`src/rtl/core/tmm_pkg.sv`:
```
`default_nettype none
// ---------------------------------------------------------------------------
// Tiled matrix multiply package
// Shared widths, action and register codes, and the command and status
// structs that join the controller to the datapath.
// ---------------------------------------------------------------------------
package tmm_pkg;

    localparam int SIZE_W   = 7;   // width of the size registers and loop counters
    localparam int IDX_W    = 6;   // width of the row and column fields
    localparam int ELEM_W   = 16;  // width of an A or B element
    localparam int PROD_W   = 32;  // width of one element product
    localparam int RES_W    = 38;  // width of a C element
    localparam int CFG_IX_W = 1;   // width of the register index

    localparam logic [1:0] ACT_LOAD_A  = 2'd0;
    localparam logic [1:0] ACT_LOAD_B  = 2'd1;
    localparam logic [1:0] ACT_COMPUTE = 2'd2;
    localparam logic [1:0] ACT_READ    = 2'd3;

    localparam logic [CFG_IX_W-1:0] REG_MATRIX_SIZE = 1'd0;
    localparam logic [CFG_IX_W-1:0] REG_TILE_SIZE   = 1'd1;

    localparam logic RESULT_DONE = 1'b0;
    localparam logic RESULT_READ = 1'b1;

    typedef struct packed {
        logic              load_a;     // write A at the request's row and column
        logic              load_b;     // write B at the request's row and column
        logic              rd_issue;   // read C for a read request
        logic              rd_zero;    // that read lies outside the computed matrix
        logic              mac_issue;  // read A(i,k) and B(k,j) into the MAC pipeline
        logic              mac_first;  // first product of this inner tile
        logic              c_rd;       // read the partial sum of C(i,j)
        logic              c_wr;       // write C(i,j) back
        logic              wr_first;   // first inner tile: overwrite instead of add
        logic              done_push;  // place the compute done result
        logic [SIZE_W-1:0] i;
        logic [SIZE_W-1:0] j;
        logic [SIZE_W-1:0] k;
    } tmm_cmd_t;

    typedef struct packed {
        logic rd_free;    // a read request may be taken this cycle
        logic done_free;  // the done result may be placed this cycle
    } tmm_stat_t;

endpackage
`default_nettype wire

```
`src/rtl/core/tmm_ctrl.sv`:
```
`default_nettype none
// ---------------------------------------------------------------------------
// Tiled matrix multiply controller
// Holds the configuration, decodes requests and walks the tile loops,
// issuing one multiply-accumulate per cycle within an inner tile and a C update per element after each inner tile.
// ---------------------------------------------------------------------------
module tmm_ctrl import tmm_pkg::*;
#(
    parameter int MAX_EDGE = 64
)
(
    input  wire logic                clk,
    input  wire logic                rst_n,
    input  wire logic                cfg_we,
    input  wire logic [CFG_IX_W-1:0] cfg_index,
    input  wire logic [SIZE_W-1:0]   cfg_data,
    input  wire logic                s_tvalid,
    output logic                     s_tready,
    input  wire logic [1:0]          action,
    input  wire logic [IDX_W-1:0]    row,
    input  wire logic [IDX_W-1:0]    col,
    output tmm_cmd_t                 cmd,
    input  wire tmm_stat_t           stat
);

    localparam logic [2:0] S_IDLE  = 3'd0;
    localparam logic [2:0] S_MAC   = 3'd1;
    localparam logic [2:0] S_WAIT1 = 3'd2;
    localparam logic [2:0] S_WAIT2 = 3'd3;
    localparam logic [2:0] S_WRITE = 3'd4;
    localparam logic [2:0] S_DONE  = 3'd5;

    localparam logic [8:0] EDGE_L = 9'(MAX_EDGE);

    logic [2:0]        state_reg, state_next;
    logic [SIZE_W-1:0] size_reg, size_next;
    logic [SIZE_W-1:0] tile_reg, tile_next;
    logic [SIZE_W-1:0] n_reg, n_next;
    logic [SIZE_W-1:0] t_reg, t_next;
    logic [SIZE_W-1:0] r0_reg, r0_next;
    logic [SIZE_W-1:0] c0_reg, c0_next;
    logic [SIZE_W-1:0] k0_reg, k0_next;
    logic [SIZE_W-1:0] i_reg, i_next;
    logic [SIZE_W-1:0] j_reg, j_next;
    logic [SIZE_W-1:0] k_reg, k_next;
    logic [SIZE_W-1:0] rend_reg, rend_next;
    logic [SIZE_W-1:0] cend_reg, cend_next;
    logic [SIZE_W-1:0] kend_reg, kend_next;

    logic [SIZE_W-1:0] n_cfg;
    logic [SIZE_W-1:0] t_cfg;
    logic [SIZE_W-1:0] e0_cfg;
    logic              in_store;
    logic [SIZE_W:0]   i_inc, j_inc, k_inc;
    logic [SIZE_W:0]   r0_sum, c0_sum, k0_sum;

    function automatic logic [SIZE_W-1:0] tile_end(input logic [SIZE_W-1:0] start,
                                                   input logic [SIZE_W-1:0] t,
                                                   input logic [SIZE_W-1:0] n);
        logic [SIZE_W:0] sum;
        sum = {1'b0, start} + {1'b0, t};
        return (sum >= {1'b0, n}) ? n : sum[SIZE_W-1:0];
    endfunction

    // The matrix edge saturates at the store edge; a zero tile acts as one.
    assign n_cfg    = ({2'b00, size_reg} > EDGE_L) ? SIZE_W'(MAX_EDGE) : size_reg;
    assign t_cfg    = (tile_reg == '0) ? SIZE_W'(1) : tile_reg;
    assign e0_cfg   = tile_end('0, t_cfg, n_cfg);
    assign in_store = ({3'b000, row} < EDGE_L) && ({3'b000, col} < EDGE_L);

    assign i_inc  = {1'b0, i_reg} + 1'b1;
    assign j_inc  = {1'b0, j_reg} + 1'b1;
    assign k_inc  = {1'b0, k_reg} + 1'b1;
    assign r0_sum = {1'b0, r0_reg} + {1'b0, t_reg};
    assign c0_sum = {1'b0, c0_reg} + {1'b0, t_reg};
    assign k0_sum = {1'b0, k0_reg} + {1'b0, t_reg};

    always_comb
    begin
        size_next  = size_reg;
        tile_next  = tile_reg;
        state_next = state_reg;
        n_next     = n_reg;
        t_next     = t_reg;
        r0_next    = r0_reg;
        c0_next    = c0_reg;
        k0_next    = k0_reg;
        i_next     = i_reg;
        j_next     = j_reg;
        k_next     = k_reg;
        rend_next  = rend_reg;
        cend_next  = cend_reg;
        kend_next  = kend_reg;
        s_tready   = 1'b0;
        cmd        = '0;
        cmd.i      = i_reg;
        cmd.j      = j_reg;
        cmd.k      = k_reg;

        if (cfg_we)
        begin
            unique case (cfg_index)
                REG_MATRIX_SIZE: size_next = cfg_data;
                REG_TILE_SIZE:   tile_next = cfg_data;
                default:         size_next = size_reg;
            endcase
        end

        unique case (state_reg)
            S_IDLE:
            begin
                s_tready = stat.rd_free;
                if (s_tvalid && stat.rd_free)
                begin
                    unique case (action)
                        ACT_LOAD_A: cmd.load_a = in_store;
                        ACT_LOAD_B: cmd.load_b = in_store;
                        ACT_COMPUTE:
                        begin
                            n_next     = n_cfg;
                            t_next     = t_cfg;
                            r0_next    = '0;
                            c0_next    = '0;
                            k0_next    = '0;
                            i_next     = '0;
                            j_next     = '0;
                            k_next     = '0;
                            rend_next  = e0_cfg;
                            cend_next  = e0_cfg;
                            kend_next  = e0_cfg;
                            state_next = (n_cfg == '0) ? S_DONE : S_MAC;
                        end
                        ACT_READ:
                        begin
                            cmd.rd_issue = 1'b1;
                            cmd.rd_zero  = !(({1'b0, row} < n_reg) && ({1'b0, col} < n_reg));
                        end
                        default: cmd.load_a = 1'b0;
                    endcase
                end
            end
            S_MAC:
            begin
                cmd.mac_issue = 1'b1;
                cmd.mac_first = (k_reg == k0_reg);
                if (k_inc == {1'b0, kend_reg})
                    state_next = S_WAIT1;
                else
                    k_next = k_inc[SIZE_W-1:0];
            end
            S_WAIT1:
            begin
                cmd.c_rd   = 1'b1;
                state_next = S_WAIT2;
            end
            S_WAIT2:
            begin
                state_next = S_WRITE;
            end
            S_WRITE:
            begin
                cmd.c_wr     = 1'b1;
                cmd.wr_first = (k0_reg == '0);
                state_next   = S_MAC;
                priority if (j_inc < {1'b0, cend_reg})
                begin
                    j_next = j_inc[SIZE_W-1:0];
                    k_next = k0_reg;
                end
                else if (i_inc < {1'b0, rend_reg})
                begin
                    i_next = i_inc[SIZE_W-1:0];
                    j_next = c0_reg;
                    k_next = k0_reg;
                end
                else if (k0_sum < {1'b0, n_reg})
                begin
                    k0_next   = k0_sum[SIZE_W-1:0];
                    kend_next = tile_end(k0_sum[SIZE_W-1:0], t_reg, n_reg);
                    i_next    = r0_reg;
                    j_next    = c0_reg;
                    k_next    = k0_sum[SIZE_W-1:0];
                end
                else if (c0_sum < {1'b0, n_reg})
                begin
                    c0_next   = c0_sum[SIZE_W-1:0];
                    cend_next = tile_end(c0_sum[SIZE_W-1:0], t_reg, n_reg);
                    k0_next   = '0;
                    kend_next = tile_end('0, t_reg, n_reg);
                    i_next    = r0_reg;
                    j_next    = c0_sum[SIZE_W-1:0];
                    k_next    = '0;
                end
                else if (r0_sum < {1'b0, n_reg})
                begin
                    r0_next   = r0_sum[SIZE_W-1:0];
                    rend_next = tile_end(r0_sum[SIZE_W-1:0], t_reg, n_reg);
                    c0_next   = '0;
                    cend_next = tile_end('0, t_reg, n_reg);
                    k0_next   = '0;
                    kend_next = tile_end('0, t_reg, n_reg);
                    i_next    = r0_sum[SIZE_W-1:0];
                    j_next    = '0;
                    k_next    = '0;
                end
                else
                begin
                    state_next = S_DONE;
                end
            end
            S_DONE:
            begin
                if (stat.done_free)
                begin
                    cmd.done_push = 1'b1;
                    state_next    = S_IDLE;
                end
            end
            default: state_next = S_IDLE;
        endcase
    end

    always_ff @(posedge clk or negedge rst_n)
    begin
        if (!rst_n)
        begin
            state_reg <= S_IDLE;
            size_reg  <= SIZE_W'(64);
            tile_reg  <= SIZE_W'(16);
            n_reg     <= '0;
            t_reg     <= SIZE_W'(1);
            r0_reg    <= '0;
            c0_reg    <= '0;
            k0_reg    <= '0;
            i_reg     <= '0;
            j_reg     <= '0;
            k_reg     <= '0;
            rend_reg  <= '0;
            cend_reg  <= '0;
            kend_reg  <= '0;
        end
        else
        begin
            state_reg <= state_next;
            size_reg  <= size_next;
            tile_reg  <= tile_next;
            n_reg     <= n_next;
            t_reg     <= t_next;
            r0_reg    <= r0_next;
            c0_reg    <= c0_next;
            k0_reg    <= k0_next;
            i_reg     <= i_next;
            j_reg     <= j_next;
            k_reg     <= k_next;
            rend_reg  <= rend_next;
            cend_reg  <= cend_next;
            kend_reg  <= kend_next;
        end
    end

    a_mac_in_tile: assert property (@(posedge clk) disable iff (!rst_n)
        (state_reg == S_MAC) |-> (k_reg >= k0_reg) && (k_reg < kend_reg))
        else $error("inner index left its tile");

    a_mac_in_matrix: assert property (@(posedge clk) disable iff (!rst_n)
        (state_reg == S_MAC) |-> (i_reg < n_reg) && (j_reg < n_reg))
        else $error("element index beyond the matrix edge");

    a_write_after_drain: assert property (@(posedge clk) disable iff (!rst_n)
        (state_reg == S_WRITE) |-> ($past(state_reg) == S_WAIT2))
        else $error("C update without the pipeline drain");

endmodule
`default_nettype wire

```
`config.mk`:
```
export PLATFORM = sky130hd
export DESIGN_NAME = tmm_ctrl
export DESIGN_NICKNAME = d
export VERILOG_FILES = /design/src/rtl/core/tmm_pkg.sv /design/src/rtl/core/tmm_ctrl.sv
export SDC_FILE = /design/constraint.sdc
export NUM_CORES = 1
export LEC_CHECK = 0
export BUFFER_PORTS_ARGS = -buffer_cell sky130_fd_sc_hd__buf_2
export CAP_MARGIN = 10
export CORE_ASPECT_RATIO = 1.75
export CORE_MARGIN = 2
export CORE_UTILIZATION = 65
export CTS_CLUSTER_DIAMETER = 30
export DETAILED_ROUTE_END_ITERATION = 7
export PLACE_DENSITY = 0.83
export SLEW_MARGIN = 20
export SYNTH_ARGS = -nofsm -noshare
export SYNTH_HDL_FRONTEND = slang
export SYNTH_SLANG_ARGS = --single-unit
```
`constraint.sdc`:
```
create_clock -name clk -period 7.3 [get_ports clk]
set_input_delay 1.46 -clock clk [delete_from_list [all_inputs] [get_ports clk]]
set_output_delay 1.46 -clock clk [all_outputs]
set_load 0.05 [all_outputs]
```
==> results.tsv, run 1 <==
stage	metric	value	unit
run_status	run_status	completed	
worst_setup_path	worstPathRequired	7570	ps
synth	synthesis.nets	1185	
worst_setup_path	timing.critical_path.buf_inv	2	
synth	synth_largest_type_area_fraction	24.8	%
synth	synth.cell_area	0.00918	mm²
drt	antenna_violation_net_count_after_detailed_routing	0	
synth	synth_cell_types	91	
synth	proportion_of_synthesized_flip_flops_having_asynchronous_set_or_reset	100	%
timing	slew-limit-headroom	36.5	%
drt	detail_route.iter0.violations	834	
clock_network	cts_hold_buffers	0	
grt	global_route.usage.total	37.3	%
worst_setup_path	r2r.worst_path.cells	18	
die	core_area	0.0138	mm²
drt	route.detailed.drc	0	
worst_setup_path	timing.critical_path.max_delay_family	compound AO/OA/AOI/OAI gates	
synth	avgSynthCellArea	8.92	µm²
drt	dr.pass1.iters	6	
grt	grt_max_degree	67	
die	design.die.area	0.0151	mm²
worst_setup_path	cell_at_the_slowest_stage_of_the_critical_path	sky130_fd_sc_hd__a2111oi_4	
timing	report.final.setup_viol	0	
synth	synth.largest_area_cell	sky130_fd_sc_hd__dfrtp_1	
layout	layout.cell_area.non_filler	0.00988	mm²
synth	yosys_register_bits	94	
layout	fillers	1108	
grt	antenna_found_initial	0	
clock_network	cts.htree.levels	3	
worst_setup_path	regToRegEndpoint	cend_reg[4]	
synth	synth-edff-count	0	
worst_setup_path	r2r-start	t_reg[1]	
worst_setup_path	critical-path-max-stage-delay	750	ps
layout	n_antenna_cell	0	
timing	timing.setup.tns	0	ps
worst_setup_path	cp_max_fo	13	
place	placement.cell_area	0.00957	mm²
die	ioPinCount	60	
clock_network	cts_sinks	94	
min_path	hold_endpoint	rend_reg[2]	
timing	final_worst_path_period_share	72.5	%
drt	via_count	8502	
grt	first_pass_grt_wire_length	43900	µm
synth	ys_top_cells_by_area	sky130_fd_sc_hd__dfrtp_1 (25%), sky130_fd_sc_hd__ha_1 (17%), sky130_fd_sc_hd__o21ai_0 (3.7%), sky130_fd_sc_hd__mux2_2 (3.3%), sky130_fd_sc_hd__xnor2_1 (3.2%)	
worst_setup_path	cp-end-kind	flop	
worst_setup_path	startpoint_type	flop	
layout	layout_common_cells	sky130_fd_sc_hd__ha_1 (122), sky130_fd_sc_hd__dfrtp_1 (91), sky130_fd_sc_hd__nand2_1 (79), sky130_fd_sc_hd__inv_1 (75), sky130_fd_sc_hd__o21ai_0 (68)	
place	io_buffer_count	59	
place	globalplace.congestion	1.02	
die	fp.dieH	161	µm
die	initial_standard_cell_utilization_of_the_core	66.3	%
worst_setup_path	timing.setup.critical_path_class	reg -> reg	
worst_setup_path	data_arrival_time_of_the_critical_path	5570	ps
grt	globalRoute.totalOverflow	0	
drt	vias_per_cell	6.80	
timing	finalHoldViolCount	0	
layout	num-nets-final	1224	
timing	fin_crit	5290	ps
layout	multi_input_logic_area	0.00636	mm²
die	placementRows	57	
clock_network	cts_setup_buffers	0	
timing	grt_setup_unrepaired	false	
timing	clock-skew-final	9.12	ps
synth	postSynth.topFlopCell	sky130_fd_sc_hd__dfrtp_1	
layout	post_route_cells_drive_above_1_share	14.5	%
timing	max_slew.worst_pin.slew	949	ps
drt	drt-total-wl	27200	µm
clock_network	cts_resized	0	
worst_setup_path	cells_along_the_critical_path	fa_1 -> a21o_1 -> a21oi_1 -> o21bai_1 -> a21oi_1 -> xor2_1 -> inv_1 -> ha_1 -> inv_1 -> or4_1 -> nand3_1 -> ha_1 -> a21oi_1 -> o21ai_0 -> a2111oi_4 -> or3_1 -> o2111ai_1 -> a31oi_1	
worst_setup_path	timing.critical_path.mode_cell	sky130_fd_sc_hd__a21oi_1	
timing	finalMaxSlewViolations	0	
place	dp_hpwl	20700	µm
run	drv_cap	0	
worst_setup_path	r2r_setup_slack	2010	ps
drt	routedWlPerCell	21.8	µm
die	die_w	93.8	µm
grt	first_global_vias	8595	
clock_network	clk_path_buf_depth	2	
clock_network	cts-buffers-inserted	9	
clock_network	tritoncts_clock_tree	yes	
layout	storage_element_area	0.00236	mm²
synth	synth_warnings	0	
layout	mostFrequentLayoutCell	sky130_fd_sc_hd__ha_1	
place	pre_cts_slack	1820	ps
synth	post_syn_instances	1029	
min_path	timing.hold.worst.class	reg -> reg	
clock_network	clkSlewWorstSetupHoldPaths	80	ps
timing	fmax	189	MHz
min_path	hold_path.startpoint	rend_reg[2]	
timing	fin_ws	2010	ps
min_path	worst_hold_path.num_cells	1	
synth	ys_seq_area_share	25.7	%
layout	syn2layout_area_growth	7.70	%
clock_network	clock-root-buffer	sky130_fd_sc_hd__clkbuf_16	
clock_network	worst_skew_pair.late_latency	360	ps
worst max path at each step:
stage | start | endpoint | slack, ps | depth (start not counted)
after floorplan | state_reg[0] | cmd[22] | 2260 | 9
after global placement | t_reg[0] | cend_reg[1] | 1970 | 19
after detailed placement | t_reg[1] | cend_reg[1] | 1820 | 18
after CTS | t_reg[1] | cend_reg[1] | 1790 | 18
after global routing | t_reg[1] | cend_reg[0] | 1630 | 18
final | t_reg[1] | cend_reg[4] | 2010 | 18
kinds of logic (layout without fill, tap and decap cells):
family	Yosys count	count (layout)	share of synthesized area [%]
flip-flops	94	94	25.7
XOR/XNOR	49	49	4.68
AND/OR/NAND/NOR	272	272	14.9
adder cells (fa/ha/maj)	128	128	17.9
buffers and inverters	115	159	5.18
multiplexers	48	48	5.84
AO/OA/AOI/OAI	323	323	25.7
cells in the mapped netlist, types with 8 or more instances:
cell                       instances
sky130_fd_sc_hd__clkbuf_1         24
sky130_fd_sc_hd__o21a_1            8
sky130_fd_sc_hd__a211o_1          10
sky130_fd_sc_hd__o21ai_0          68
sky130_fd_sc_hd__o211ai_1         13
sky130_fd_sc_hd__nand3_1          34
sky130_fd_sc_hd__mux2i_1          16
sky130_fd_sc_hd__nand4_1           9
sky130_fd_sc_hd__a21oi_1          44
sky130_fd_sc_hd__inv_1            75
sky130_fd_sc_hd__dfrtp_1          91
sky130_fd_sc_hd__o221ai_1         11
sky130_fd_sc_hd__nor3_1           11
sky130_fd_sc_hd__mux2_2           27
sky130_fd_sc_hd__a31oi_1          23
sky130_fd_sc_hd__a211oi_1         17
sky130_fd_sc_hd__nand2_1          79
sky130_fd_sc_hd__xnor2_1          34
sky130_fd_sc_hd__or2_2             9
sky130_fd_sc_hd__nand2b_1         17
sky130_fd_sc_hd__xor2_1           15
sky130_fd_sc_hd__nor2_1           53
sky130_fd_sc_hd__buf_2            10
sky130_fd_sc_hd__ha_1            122
sky130_fd_sc_hd__nor2b_1          12
sky130_fd_sc_hd__or3_1            10
sky130_fd_sc_hd__a21o_1           28
worst register-to-register path: stages (launching register included):
cell and delay [ps]:
sky130_fd_sc_hd__dfrtp_1 640, sky130_fd_sc_hd__fa_1 580, sky130_fd_sc_hd__a21o_1 180, sky130_fd_sc_hd__a21oi_1 230
sky130_fd_sc_hd__o21bai_1 90, sky130_fd_sc_hd__a21oi_1 170, sky130_fd_sc_hd__xor2_1 200, sky130_fd_sc_hd__inv_1 110
sky130_fd_sc_hd__ha_1 320, sky130_fd_sc_hd__inv_1 80, sky130_fd_sc_hd__or4_1 530, sky130_fd_sc_hd__nand3_1 130
sky130_fd_sc_hd__ha_1 250, sky130_fd_sc_hd__a21oi_1 180, sky130_fd_sc_hd__o21ai_0 220, sky130_fd_sc_hd__a2111oi_4 750
sky130_fd_sc_hd__or3_1 220, sky130_fd_sc_hd__o2111ai_1 130, sky130_fd_sc_hd__a31oi_1 210
final cells by class:
type	instances	area share, %
Clock buffer	9	2.28
Clock inverter	7	0.772
Inverter	75	2.85
Multi-Input combinational cell	820	64.3
Sequential cell	94	23.8
Tap cell	177	2.24
Timing Repair Buffer	68	3.70
metal layers:
layer | global-route usage [%] | wire (µm)
met1 | 40.0 | 9580
met2 | 63.2 | 13300
met3 | 6.86 | 1860
met4 | 28.7 | 2430
met5 | 0 | 0
through the flow:
stage	std cells	hold WS [ps]	utilization, %
global route	1250	531	71.4
detailed placement	1234	496	69.2
global placement	1234	492	69.2
floorplan	1029	465	-
finish	1250	511	71.4
CTS	1250	512	71.3
Power of run 1 is not shown: default switching activity piles up to over one toggle a cycle in this logic, so the estimate is an artifact.
==> run 2, diff against run 1 <==
--- a/config.mk
+++ b/config.mk
@@ -5,14 +5,15 @@
 export SDC_FILE = /design/constraint.sdc
 export NUM_CORES = 1
 export LEC_CHECK = 0
+export ABC_AREA = 1
 export BUFFER_PORTS_ARGS = -buffer_cell sky130_fd_sc_hd__buf_2
 export CAP_MARGIN = 10
 export CORE_ASPECT_RATIO = 1.75
 export CORE_MARGIN = 2
-export CORE_UTILIZATION = 65
+export CORE_UTILIZATION = 57
 export CTS_CLUSTER_DIAMETER = 30
 export DETAILED_ROUTE_END_ITERATION = 7
-export PLACE_DENSITY = 0.83
+export PLACE_DENSITY = 0.77
 export SLEW_MARGIN = 20
 export SYNTH_ARGS = -nofsm -noshare
 export SYNTH_HDL_FRONTEND = slang
==> constraint.sdc (replaced) <==
create_clock -name clk -period 4.3 [get_ports clk]
set_input_delay 0.86 -clock clk [delete_from_list [all_inputs] [get_ports clk]]
set_output_delay 0.86 -clock clk [all_outputs]
set_load 0.05 [all_outputs]
==> run 2 against run 1 <==
Against the previous run:
- cell count grew 33%
- clock-buffer cell count grew 1
- setup slack lost 1800 ps
- via count grew 11%
- global-route usage shrank 4.8 points
- wire length grew 1.4%
- clock skew grew 3.0 ps
- critical path depth grew 3
- utilization shrank 7.6 points
- synthesized area grew 4.1%
- register-to-register slack lost 1800 ps
- highest routed layer unchanged
- worst hold slack lost 64 ps
==> results.tsv, run 2 <==
stage	metric	value	unit	change
layout	n_antenna_cell	0		unchanged
die	placementRows	62		+8.8%
die	ioPinCount	60		unchanged
synth	synth.cell_area	0.00955	mm²	+4.1%
timing	finalHoldViolCount	0		unchanged
timing	final_worst_path_period_share	95.4	%	+23 points
timing	grt_setup_unrepaired	true		
drt	detail_route.iter0.violations	592		-29%
grt	antenna_found_initial	0		unchanged
place	io_buffer_count	59		unchanged
synth	synth_cell_types	50		-45%
layout	layout.cell_area.non_filler	0.0105	mm²	+6.3%
synth	avgSynthCellArea	6.98	µm²	-22%
timing	max_slew.worst_pin.slew	767	ps	-183 ps
layout	num-nets-final	1588		+30%
synth	synth_warnings	0		unchanged
die	initial_standard_cell_utilization_of_the_core	58.1	%	-8.2 points
clock_network	worst_skew_pair.late_latency	370	ps	about the same
drt	top_signal_layer_used	met4		
synth	proportion_of_synthesized_flip_flops_having_asynchronous_set_or_reset	100	%	unchanged
synth	ys_seq_area_share	24.7	%	-1.0 points
layout	layout_common_cells	sky130_fd_sc_hd__nand2_1 (359), sky130_fd_sc_hd__inv_1 (179), sky130_fd_sc_hd__ha_1 (121), sky130_fd_sc_hd__nand3_1 (109), sky130_fd_sc_hd__nor2_1 (98)		
timing	fin_crit	4100	ps	-1190 ps
timing	report.final.setup_viol	0		unchanged
drt	antenna_violation_net_count_after_detailed_routing	0		unchanged
synth	ys_top_cells_by_area	sky130_fd_sc_hd__dfrtp_1 (24%), sky130_fd_sc_hd__ha_1 (16%), sky130_fd_sc_hd__nand2_1 (14%), sky130_fd_sc_hd__inv_1 (7.0%), sky130_fd_sc_hd__nand3_1 (5.8%)		
synth	synth_cell_count_leaders	sky130_fd_sc_hd__nand2_1 (362), sky130_fd_sc_hd__inv_1 (179), sky130_fd_sc_hd__ha_1 (122)		
worst_setup_path	worstPathRequired	4560	ps	-3010 ps
grt	first_global_vias	9482		+10%
synth	synth.largest_area_cell	sky130_fd_sc_hd__dfrtp_1		
grt	first_pass_grt_wire_length	45300	µm	+3.2%
worst_setup_path	timing.setup.critical_path_class	reg -> reg		
die	design.die.area	0.0178	mm²	+18%
drt	drt-total-wl	27600	µm	+1.4%
grt	global_route.usage.total	32.5	%	-4.8 points
layout	syn2layout_area_growth	9.94	%	
layout	mostFrequentLayoutCell	sky130_fd_sc_hd__nand2_1		
timing	slew-limit-headroom	48.7	%	+12 points
drt	dr.pass1.iters	5		-1
worst_setup_path	data_arrival_time_of_the_critical_path	4360	ps	-1210 ps
run_status	run_status	completed		
clock_network	clock-root-buffer	sky130_fd_sc_hd__clkbuf_16		
clock_network	cts_hold_buffers	0		unchanged
die	die_w	102	µm	+8.6%
drt	via_count	9440		+11%
place	globalplace.congestion	0.984		-3.4%
die	core_area	0.0164	mm²	+19%
synth	synth-edff-count	0		unchanged
clock_network	cts.htree.levels	3		unchanged
drt	met2_wirelength	14300	µm	+6.8%
timing	fmax	244	MHz	+29%
drt	routedWlPerCell	16.6	µm	-24%
place	placement.cell_area	0.0101	mm²	+5.6%
grt	globalRoute.totalOverflow	0		unchanged
synth	postSynth.topFlopCell	sky130_fd_sc_hd__dfrtp_1		
clock_network	clk_path_buf_depth	2		unchanged
die	fp.dieH	175	µm	+8.7%
drt	met3_wirelength	1550	µm	-17%
clock_network	tritoncts_clock_tree	yes		
synth	most_frequent_cell_after_synthesis	sky130_fd_sc_hd__nand2_1		
place	dp_hpwl	21500	µm	+3.9%
synth	synthesis.nets	1525		+29%
clock_network	cts-buffers-inserted	9		unchanged
worst_setup_path	cp-end-kind	flop		
worst_setup_path	startpoint_type	flop		
clock_network	cts_sinks	94		unchanged
grt	grt_max_degree	36		-46%
worst_setup_path	cp_max_fo	7		-6
timing	clock-skew-final	12.2	ps	+3.04 ps
drt	route.detailed.drc	0		unchanged
synth	yosys_register_bits	94		unchanged
run	drv_cap	0		unchanged
drt	vias_per_cell	5.68		-16%
synth	post_syn_instances	1369		+33%
min_path	timing.hold.worst.class	in -> async		
synth	synth_largest_type_area_fraction	23.8	%	-0.98 points
timing	finalMaxSlewViolations	0		unchanged
drt	met1_length	9860	µm	+2.9%
layout	post_route_cells_drive_above_1_share	13.7	%	-0.83 points
clock_network	clkSlewWorstSetupHoldPaths	70	ps	about the same
==> run 2: worst paths after layout <==
kind                               end  slack [ps]       from  depth (start not counted)
setup reg to reg           kend_reg[6]         200  k0_reg[0]                         21
min in group clk              t_reg[2]         480   t_reg[2]                          2
setup / recovery           kend_reg[6]         200  k0_reg[0]                         21
hold / removal                k_reg[1]         450      rst_n                          1
hold reg to reg               t_reg[2]         480   t_reg[2]                          2
max in group asynchronous     t_reg[0]        3020      rst_n                          2
==> run 2: what timing repair did <==
item                       CTS  global route
buffers inserted             0             3
gates resized for setup      0            16
setup endpoints to repair    0            21
==> run 2: kinds of logic after synthesis <==
kind of cell    after synthesis  synth area share (%)
xor+xnor                     47                  4.31
fa+ha+maj                   128                  17.2
buf+inv                     224                  9.52
flops                        94                  24.7
simple gates                671                  32.0
compound gates              205                  12.3
==> run 2: critical path, stage by stage, from the launching register on <==
cell and delay [ps]:
sky130_fd_sc_hd__dfrtp_2 450, sky130_fd_sc_hd__ha_1 230, sky130_fd_sc_hd__fa_2 390, sky130_fd_sc_hd__nand3_1 90
sky130_fd_sc_hd__nand2_1 100, sky130_fd_sc_hd__xor2_2 200, sky130_fd_sc_hd__inv_1 110, sky130_fd_sc_hd__ha_1 330
sky130_fd_sc_hd__a21o_1 220, sky130_fd_sc_hd__a21o_1 180, sky130_fd_sc_hd__xnor2_2 210, sky130_fd_sc_hd__inv_1 70
sky130_fd_sc_hd__ha_1 290, sky130_fd_sc_hd__a21oi_1 170, sky130_fd_sc_hd__nor2_1 70, sky130_fd_sc_hd__nor3_2 260
sky130_fd_sc_hd__buf_4 200, sky130_fd_sc_hd__nand3_1 100, sky130_fd_sc_hd__nand3_1 120, sky130_fd_sc_hd__nand3_1 80
sky130_fd_sc_hd__nand2_1 70, sky130_fd_sc_hd__nand2_1 50
==> run 2: through the flow <==
stage	cells	hold slack [ps]	utilization [%]	setup slack, ps	TNS (ps)
detailed placement	1642	464	61.5	75.7	0
global route	1661	481	63.9	-3.50	-3.50
CTS	1658	462	63.4	74.9	0
global placement	1642	455	61.5	194	0
floorplan	1369	449	-	265	0
finish	1661	446	63.9	197	0
==> run 2: layer usage <==
layer | vias to the layer above | global-route usage [%]
li1 | 4586 | -
met1 | 4411 | 33.9
met2 | 305 | 57.8
met3 | 138 | 5.92
met4 | 0 | 21.3
met5 | - | 0
==> run 2: layout make-up <==
cell class                 instances  area [µm²]
multi-input combinational       1051        6330
fill                            1557        5940
sequential                        94        2360
inverter                         192         723
timing repair buffer              84         485
tap                              224         280
clock buffer                      10         229
clock inverter                     6        92.6
Power of run 2 is left out for the same reason.
